--- src/sv/rmrt_pkg.sv ---
`default_nettype none
// ----------------------------------------------------------------------------
// rmrt_pkg
// Shared types and constants for the RNG monobit and runs health tester.
// ----------------------------------------------------------------------------
package rmrt_pkg;

   localparam int FIELD_W     = 16;   // width of every counter field on the ports
   localparam int DELTA_W     = 7;    // per-word increments, up to 127 bits a word
   localparam int RUN_CLASSES = 6;    // lengths 1..5 and 6 or more
   localparam logic [2:0] RUN_CAP = 3'd6;

   localparam int QUEUE_DEPTH = 4;

   localparam int CSR_ADDR_W = 4;
   localparam int CSR_DATA_W = 32;

   // register word index, paddr[3:2]
   localparam logic [1:0] REG_SAMPLE_BITS = 2'd0;
   localparam logic [1:0] REG_ONES_LOW    = 2'd1;
   localparam logic [1:0] REG_ONES_HIGH   = 2'd2;

   localparam logic [FIELD_W-1:0] SAMPLE_BITS_RST = 16'd20000;
   localparam logic [FIELD_W-1:0] ONES_LOW_RST    = 16'd9725;
   localparam logic [FIELD_W-1:0] ONES_HIGH_RST   = 16'd10275;

   typedef struct packed {
      logic [FIELD_W-1:0] sample_bits;
      logic [FIELD_W-1:0] ones_low;
      logic [FIELD_W-1:0] ones_high;
   } cfg_type;

   // One classified word, handed from the front end to the counter back end.
   typedef struct packed {
      logic                                 restart;
      logic [DELTA_W-1:0]                   ones_delta;
      logic [RUN_CLASSES-1:0][DELTA_W-1:0]  run_delta;   // runs closed inside the word
      logic [2:0]                           lead_len;    // ones from bit 0, capped at 6
      logic [2:0]                           trail_len;   // ones ending at the last bit
      logic                                 all_ones;    // every examined bit is one
      logic                                 limit;       // sample ends in this word
      logic [FIELD_W-1:0]                   bits_left;
   } entry_type;

endpackage
`default_nettype wire

--- src/sv/rmrt_back.sv ---
`default_nettype none
// ----------------------------------------------------------------------------
// rmrt_back
// Saturating ones and run counters; closes the run carried across words and
// holds the result beat until it is taken.
// ----------------------------------------------------------------------------
module rmrt_back import rmrt_pkg::*; #(
   parameter int COUNT_WIDTH = 16
) (
   input  logic               clock,
   input  logic               reset,
   input  logic               empty,
   input  entry_type          entry,
   output logic               pop,
   input  cfg_type            cfg,
   output logic               out_valid,
   input  logic               out_ready,
   output logic [FIELD_W-1:0] ones_count,
   output logic [RUN_CLASSES-1:0][FIELD_W-1:0] runs_count,
   output logic [FIELD_W-1:0] bits_remaining,
   output logic               sample_done,
   output logic               monobit_pass
);

   localparam int CMP_W = (COUNT_WIDTH > FIELD_W) ? COUNT_WIDTH : FIELD_W;

   logic                   out_valid_ff, out_valid_in;
   logic [COUNT_WIDTH-1:0] ones_ff, ones_in;
   logic [COUNT_WIDTH-1:0] runs_ff [RUN_CLASSES];
   logic [COUNT_WIDTH-1:0] runs_in [RUN_CLASSES];
   logic [2:0]             open_ff, open_in;
   logic [FIELD_W-1:0]     rem_ff;
   logic                   pass_ff, pass_in;

   logic [2:0]             carry;
   logic [3:0]             head_sum;
   logic [2:0]             head_len;
   logic                   head_close;
   logic [COUNT_WIDTH:0]   ones_sum;
   logic [COUNT_WIDTH:0]   run_sum [RUN_CLASSES];
   logic [DELTA_W:0]       run_add [RUN_CLASSES];

   assign pop          = !empty && (!out_valid_ff || out_ready);
   assign out_valid_in = pop || (out_valid_ff && !out_ready);

   always_comb begin
      carry    = entry.restart ? 3'd0 : open_ff;
      head_sum = {1'b0, carry} + {1'b0, entry.lead_len};
      head_len = (head_sum > 4'(RUN_CAP)) ? RUN_CAP : head_sum[2:0];
      // the carried run closes at the first zero, or at the end of the sample
      head_close = (head_len != '0) && (!entry.all_ones || entry.limit);

      if (entry.limit) begin
         open_in = '0;
      end else if (entry.all_ones) begin
         open_in = head_len;
      end else begin
         open_in = entry.trail_len;
      end

      ones_sum = (entry.restart ? (COUNT_WIDTH + 1)'(0) : {1'b0, ones_ff})
               + (COUNT_WIDTH + 1)'(entry.ones_delta);
      ones_in  = ones_sum[COUNT_WIDTH] ? '1 : ones_sum[COUNT_WIDTH-1:0];

      for (int k = 0; k < RUN_CLASSES; k++) begin
         run_add[k] = {1'b0, entry.run_delta[k]}
                    + (DELTA_W + 1)'(head_close && (head_len == 3'(k + 1)));
         run_sum[k] = (entry.restart ? (COUNT_WIDTH + 1)'(0) : {1'b0, runs_ff[k]})
                    + (COUNT_WIDTH + 1)'(run_add[k]);
         runs_in[k] = run_sum[k][COUNT_WIDTH] ? '1 : run_sum[k][COUNT_WIDTH-1:0];
      end

      pass_in = (entry.bits_left == '0)
             && (CMP_W'(ones_in) > CMP_W'(cfg.ones_low))
             && (CMP_W'(ones_in) < CMP_W'(cfg.ones_high));
   end

   always_ff @(posedge clock) begin
      if (reset) begin
         out_valid_ff <= 1'b0;
         ones_ff      <= '0;
         open_ff      <= '0;
         for (int k = 0; k < RUN_CLASSES; k++) begin
            runs_ff[k] <= '0;
         end
      end else begin
         out_valid_ff <= out_valid_in;
         if (pop) begin
            ones_ff <= ones_in;
            open_ff <= open_in;
            for (int k = 0; k < RUN_CLASSES; k++) begin
               runs_ff[k] <= runs_in[k];
            end
         end
      end
   end

   always_ff @(posedge clock) begin
      if (pop) begin
         rem_ff  <= entry.bits_left;
         pass_ff <= pass_in;
      end
   end

   assign out_valid      = out_valid_ff;
   assign ones_count     = FIELD_W'(ones_ff);
   assign bits_remaining = rem_ff;
   assign sample_done    = rem_ff == '0;
   assign monobit_pass   = pass_ff;

   always_comb begin
      for (int k = 0; k < RUN_CLASSES; k++) begin
         runs_count[k] = FIELD_W'(runs_ff[k]);
      end
   end

`ifndef ASSERT_OFF
   a_open_capped: assert property (@(posedge clock) disable iff (reset)
      open_ff <= RUN_CAP)
      else $error("open run length beyond cap");

   a_pass_needs_done: assert property (@(posedge clock) disable iff (reset)
      (out_valid_ff && pass_ff) |-> (rem_ff == '0))
      else $error("monobit pass before sample complete");

   a_done_no_open_run: assert property (@(posedge clock) disable iff (reset)
      (out_valid_ff && rem_ff == '0) |-> (open_ff == '0))
      else $error("run left open after sample complete");
`endif

endmodule
`default_nettype wire

--- config.mk ---
export PLATFORM = sky130hd
export DESIGN_NAME = rmrt_back
export DESIGN_NICKNAME = d
export VERILOG_FILES = /design/src/sv/rmrt_pkg.sv /design/src/sv/rmrt_back.sv
export SDC_FILE = /design/constraint.sdc
export NUM_CORES = 1
export LEC_CHECK = 0
export ABC_AREA = 1
export BUFFER_PORTS_ARGS = -buffer_cell sky130_fd_sc_hd__clkbuf_2
export CAP_MARGIN = 20
export CORE_UTILIZATION = 50
export DETAILED_ROUTE_END_ITERATION = 10
export PLACE_DENSITY = 0.79
export REMOVE_ABC_BUFFERS = 1
export SLEW_MARGIN = 5
export SYNTH_ARGS = -nofsm -noshare
export SYNTH_HDL_FRONTEND = slang
export SYNTH_SLANG_ARGS = --single-unit
export TNS_END_PERCENT = 50
--- constraint.sdc ---
create_clock -name clock -period 4.9 [get_ports clock]
set_input_delay 0.49 -clock clock [delete_from_list [all_inputs] [get_ports clock]]
set_output_delay 0.49 -clock clock [all_outputs]
set_load 0.005 [all_outputs]
Word-level counts from Yosys, hierarchy flattened
Memories as Yosys holds them, arrays and structs flattened.
Cells that the tools add are included.
{"block": "classes", "n_addsub": 14, "magnitude_cmp": 3, "n_eq_ne": 6, "mux": 29, "bitwise": 6, "reduce_logical": 21}
{"operator": "2-to-1 mux 16 bit", "n": 20}
{"operator": "adder 16 x 8 -> 17 bit", "n": 6}
{"operator": "adder 7 x 1 -> 8 bit", "n": 6}
{"operator": "logical NOT 16 bit", "n": 2}
{"operator": "adder 16 x 7 -> 17 bit", "n": 1}
{"operator": "greater-than comparator 16 bit", "n": 1}
{"operator": "< comparator 16 bit", "n": 1}
{"operator": "2-to-1 mux 3 bit", "n": 4}
{"operator": "logical AND 1 bit", "n": 11}
{"operator": "equality test 3 bit, second input constant", "n": 3}
{"operator": "equality test 3 x 2 -> 1 bit, second input constant", "n": 2}
{"operator": "OR 1 bit", "n": 6}
{"operator": "2-to-1 mux 1 bit", "n": 5}
{"operator": "adder 3 x 3 -> 4 bit", "n": 1}
{"operator": "greater-than comparator 4 x 3 -> 1 bit, second input constant", "n": 1}
{"operator": "logical NOT 1 bit", "n": 4}
{"operator": "equality test 3 x 1 -> 1 bit, second input constant", "n": 1}
{"operator": "logical OR 1 bit", "n": 3}
{"operator": "nonzero test 3 bit", "n": 1}
{"block": "totals", "ff_bits": 37, "ram_bits": 96, "elab_cells": 85, "memories": 1}
{"name": "runs_ff", "depth": 6, "word_bits": 16, "read_ports": 6, "rd_clocked_by_memory_dff": 0, "write_ports": 6, "line_no": "rmrt_back.sv:29", "rtl": "logic [COUNT_WIDTH-1:0] runs_ff [RUN_CLASSES];"}

Logic depth before layout (Yosys ltp)
{"block": "depth", "word_depth": 11, "depth_mapped": 26, "depth_no_buf": 23}

Least setup slack after synthesis
Ideal clock, no wire load.
{"block": "synth_path", "path_type": "input to register", "from": "in out_ready", "to": "mem runs_ff[0][0] (enable)", "setup_ps": 498, "arrival_time_ps": 4755, "setup_slack_ps": -353, "stages": 5, "n_path_buf": 1, "path_cell_list": "inv_1 > a21oi_1 > inv_1 > nand2_1 > clkbuf_1"}
{"item": "start: declaration", "line_no": "rmrt_back.sv:17", "rtl": "input logic out_ready,"}
{"item": "end: declaration", "line_no": "rmrt_back.sv:29"}

==> results.json <==
{
  "max-vdd-ir-drop_mv": 0.200,
  "synth_top_cell_by_area": "edfxtp_1",
  "ys_types": 54,
  "hold_violations": 0,
  "status": "finished with violations",
  "cts.sinks": 133,
  "wl_per_cell_um": 14.1,
  "synthArstFlopShare": 0,
  "die_w_um": 145,
  "setup_viol": 0,
  "cts_resized": 0,
  "fill_cells": 1854,
  "critical_path.max_fanout": 15,
  "min_path_type": "in2reg",
  "drv_slew": 0,
  "yosys_warnings": 0,
  "first_pass_iters": 8,
  "overflow": 0,
  "vias": 9516,
  "postSynthCellCount": 1309,
  "routabilityCongestion": 0.877,
  "p_leak_nw": 6.28,
  "hold_buffers": 0,
  "die_area_mm2": 0.0211,
  "period_needed_ns": 4.30,
  "ys_ff_latch": 133,
  "ioPinCount": 258,
  "final_cells": 1829,
  "ys.flop_type": "edfxtp_1",
  "area.growth.synth_to_final_pct": 19.8,
  "syn_avg_cell_area_um2": 7.84,
  "cts.htree.levels": 4,
  "end_kind": "flip-flop",
  "initial_core_util": 0.509,
  "final_antenna_net_count": 0,
  "synth_edf_count": 113,
  "arrival_ns": 4.58,
  "drt_iter0_drc": 473,
  "required_ns": 5.18,
  "port_buffers": 241,
  "num-nets-final": 1764,
  "seqCellArea_mm2": 0.00379,
  "multiInputGateArea_mm2": 0.00531,
  "max_freq_mhz": 233,
  "synth_area_leaders": "edfxtp_1, inv_1, ha_1",
  "tightest_slew_ns": 0.776,
  "post_cts_buffers": 0,
  "yosysSeqAreaShare": 0.370,
  "rsz0062_at_grt": "no",
  "slew_headroom": 0.483,
  "dp.cells": 1798,
  "grt_pass1_vias": 9141,
  "coreArea_mm2": 0.0202,
  "clock_skew_ns": 0.0103,
  "synthesis.area_mm2": 0.0103,
  "via_per_inst": 5.20,
  "die_h_um": 145,
  "grt_antenna_before_repair": 1,
  "wl_um": 25800,
  "power.density_mw_per_mm2": 268,
  "cts_inserted_buffers": 17,
  "grt_max_degree": 51,
  "setup_tns_ns": 0,
  "final_layout_size_suffix_gt1_frac": 0.212,
  "grt_pass1_wl_um": 42300,
  "finalCritPeriodShare": 0.878,
  "track_usage": 0.247,
  "dp_hpwl_um": 19300,
  "cp-start-kind": "flip-flop",
  "clk_latency_ns": 0.41,
  "cts.path.max_buffers": 2,
  "maxCapViolations": 0,
  "synth_top_area_frac": 0.331,
  "drc_errors": 2,
  "worstSetupPathType": "reg2reg",
  "violations": "DRC",
  "rows": 52,
  "clkTransAtPathRegs_ns": 0.06,
  "cts_tree": "done",
  "cts-root-buf": "clkbuf_16"
}
-- worst max-delay path, cell delays in order, from the launching register on --
cell and delay, ns:
dfxtp_1 0.31, inv_1 0.04, nor2_1 0.10, ha_1 0.18, inv_1 0.06, fa_1 0.38
xor2_1 0.23, nand2_1 0.13, nor3_1 0.22, nand2_1 0.12, fa_1 0.43, fa_1 0.43
o21ai_0 0.36, nand4_1 0.25, nand2_2 0.20, nand4_2 0.38, o21ai_0 0.22, nand2_1 0.07
inv_1 0.07
-- metrics by stage --
stage | util | hold slack, ns | worst slack (ns) | area (µm²) | total power [mW]
6_report | 0.610 | 0.269 | 0.599 | 12300 | 3.30
4_1_cts | 0.610 | 0.252 | 0.677 | 12300 | 3.33
3_3_place_gp | 0.581 | 0.465 | 0.527 | 11700 | 2.01
2_1_floorplan | - | 0.449 | -0.462 | 10100 | 1.78
5_1_grt | 0.610 | 0.249 | 0.283 | 12300 | 3.46
3_5_place_dp | 0.581 | 0.467 | 0.384 | 11700 | 2.03
-- per-layer routing --
metal / vias to the layer above / wire (µm) / GRT usage
met5: - / 0 / 0
met2: 271 / 12400 / 0.415
met1: 4421 / 11200 / 0.308
met3: 67 / 1300 / 0.0462
met4: 0 / 896 / 0.107
li1: 4757 / - / -
-- cells in the mapped netlist, types with 3 or more instances --
master / number
o21ai_1: 6
fa_1: 14
nand4_2: 4
dfxtp_1: 20
nor2_4: 3
o22ai_1: 9
inv_1: 259
a21oi_1: 110
a21o_1: 4
nor4_2: 3
nor2_2: 10
buf_2: 8
xnor2_1: 15
nor3_2: 3
xor2_1: 44
buf_1: 3
clkbuf_1: 13
nand4_1: 15
buf_6: 8
ha_1: 77
nand3_1: 59
o21ai_0: 37
nor3_1: 15
nand2_1: 226
o21ai_2: 5
nor2_1: 155
a31oi_1: 4
a21oi_2: 3
or2_0: 3
o211ai_1: 6
nand3b_1: 13
nand2_2: 7
nor4_1: 9
edfxtp_1: 113
-- where the power goes --
part / leakage, nW / total (mW) / internal [mW] / switching (mW)
clock network: 0.288 / 1.28 / 0.794 / 0.490
logic: 4.61 / 0.646 / 0.258 / 0.388
registers: 1.38 / 1.37 / 1.32 / 0.0497
total: 6.28 / 3.30 / 2.37 / 0.928
-- logic make-up after synthesis --
| family | synth area share |
|---|---|
| buffers and inverters | 0.115 |
| flip-flops | 0.370 |
| AO/OA/AOI/OAI | 0.109 |
| XOR/XNOR | 0.0503 |
| adder cells (fa/ha/maj) | 0.121 |
| AND/OR/NAND/NOR | 0.235 |
-- flip-flops by register name, summed over array words and instances (netlist names) --
name,cells
monobit_pass,1
bits_remaining,16
open_ff,3
out_valid,1
runs_ff,96
ones_count,16
-- path summary, 6_finish.rpt --
path                                               from                           end  slack (ns)  cells past startpoint
worst min-delay path                           entry[1]   bits_remaining[1]$_DFFE_PP_        0.27                      1
worst max-delay path            open_ff[0]$_SDFFE_PP0P_  runs_ff[0][44]$_SDFFCE_PN0P_        0.60                     18
worst max register to register  open_ff[0]$_SDFFE_PP0P_  runs_ff[0][44]$_SDFFCE_PN0P_        0.60                     18
worst min register to register  open_ff[2]$_SDFFE_PP0P_       open_ff[2]$_SDFFE_PP0P_        0.47                      2
-- cell type report --
type	count	share of cell area
diodes	1	0.000203
clock buffers	17	0.0346
clock inverters	13	0.0130
inverters	262	0.0802
multi-input cells	882	0.432
flip-flops and latches	133	0.308
well taps	270	0.0275
repair buffers	251	0.104
-- placed cells by master (no fill, tap or decap), types with 4 or more instances in the layout --
cell / n
a31oi_1: 4
clkinv_4: 5
o21ai_0: 37
nor4_1: 9
a21o_1: 4
nor2_4: 4
nand4_2: 4
clkbuf_2: 240
nand4_1: 15
buf_4: 11
nand2_2: 7
nor3_1: 15
ha_1: 77
a21oi_1: 110
o211ai_1: 6
nand3b_1: 13
nand3_1: 59
edfxtp_1: 113
inv_1: 258
xnor2_1: 15
dfxtp_1: 20
fa_1: 14
clkbuf_16: 17
xor2_1: 44
nand2_1: 225
nor2_1: 154
o22ai_1: 9
o21ai_1: 6
nor2_2: 10
o21ai_2: 5
No activity file was read; power rests on OpenSTA's default activity.
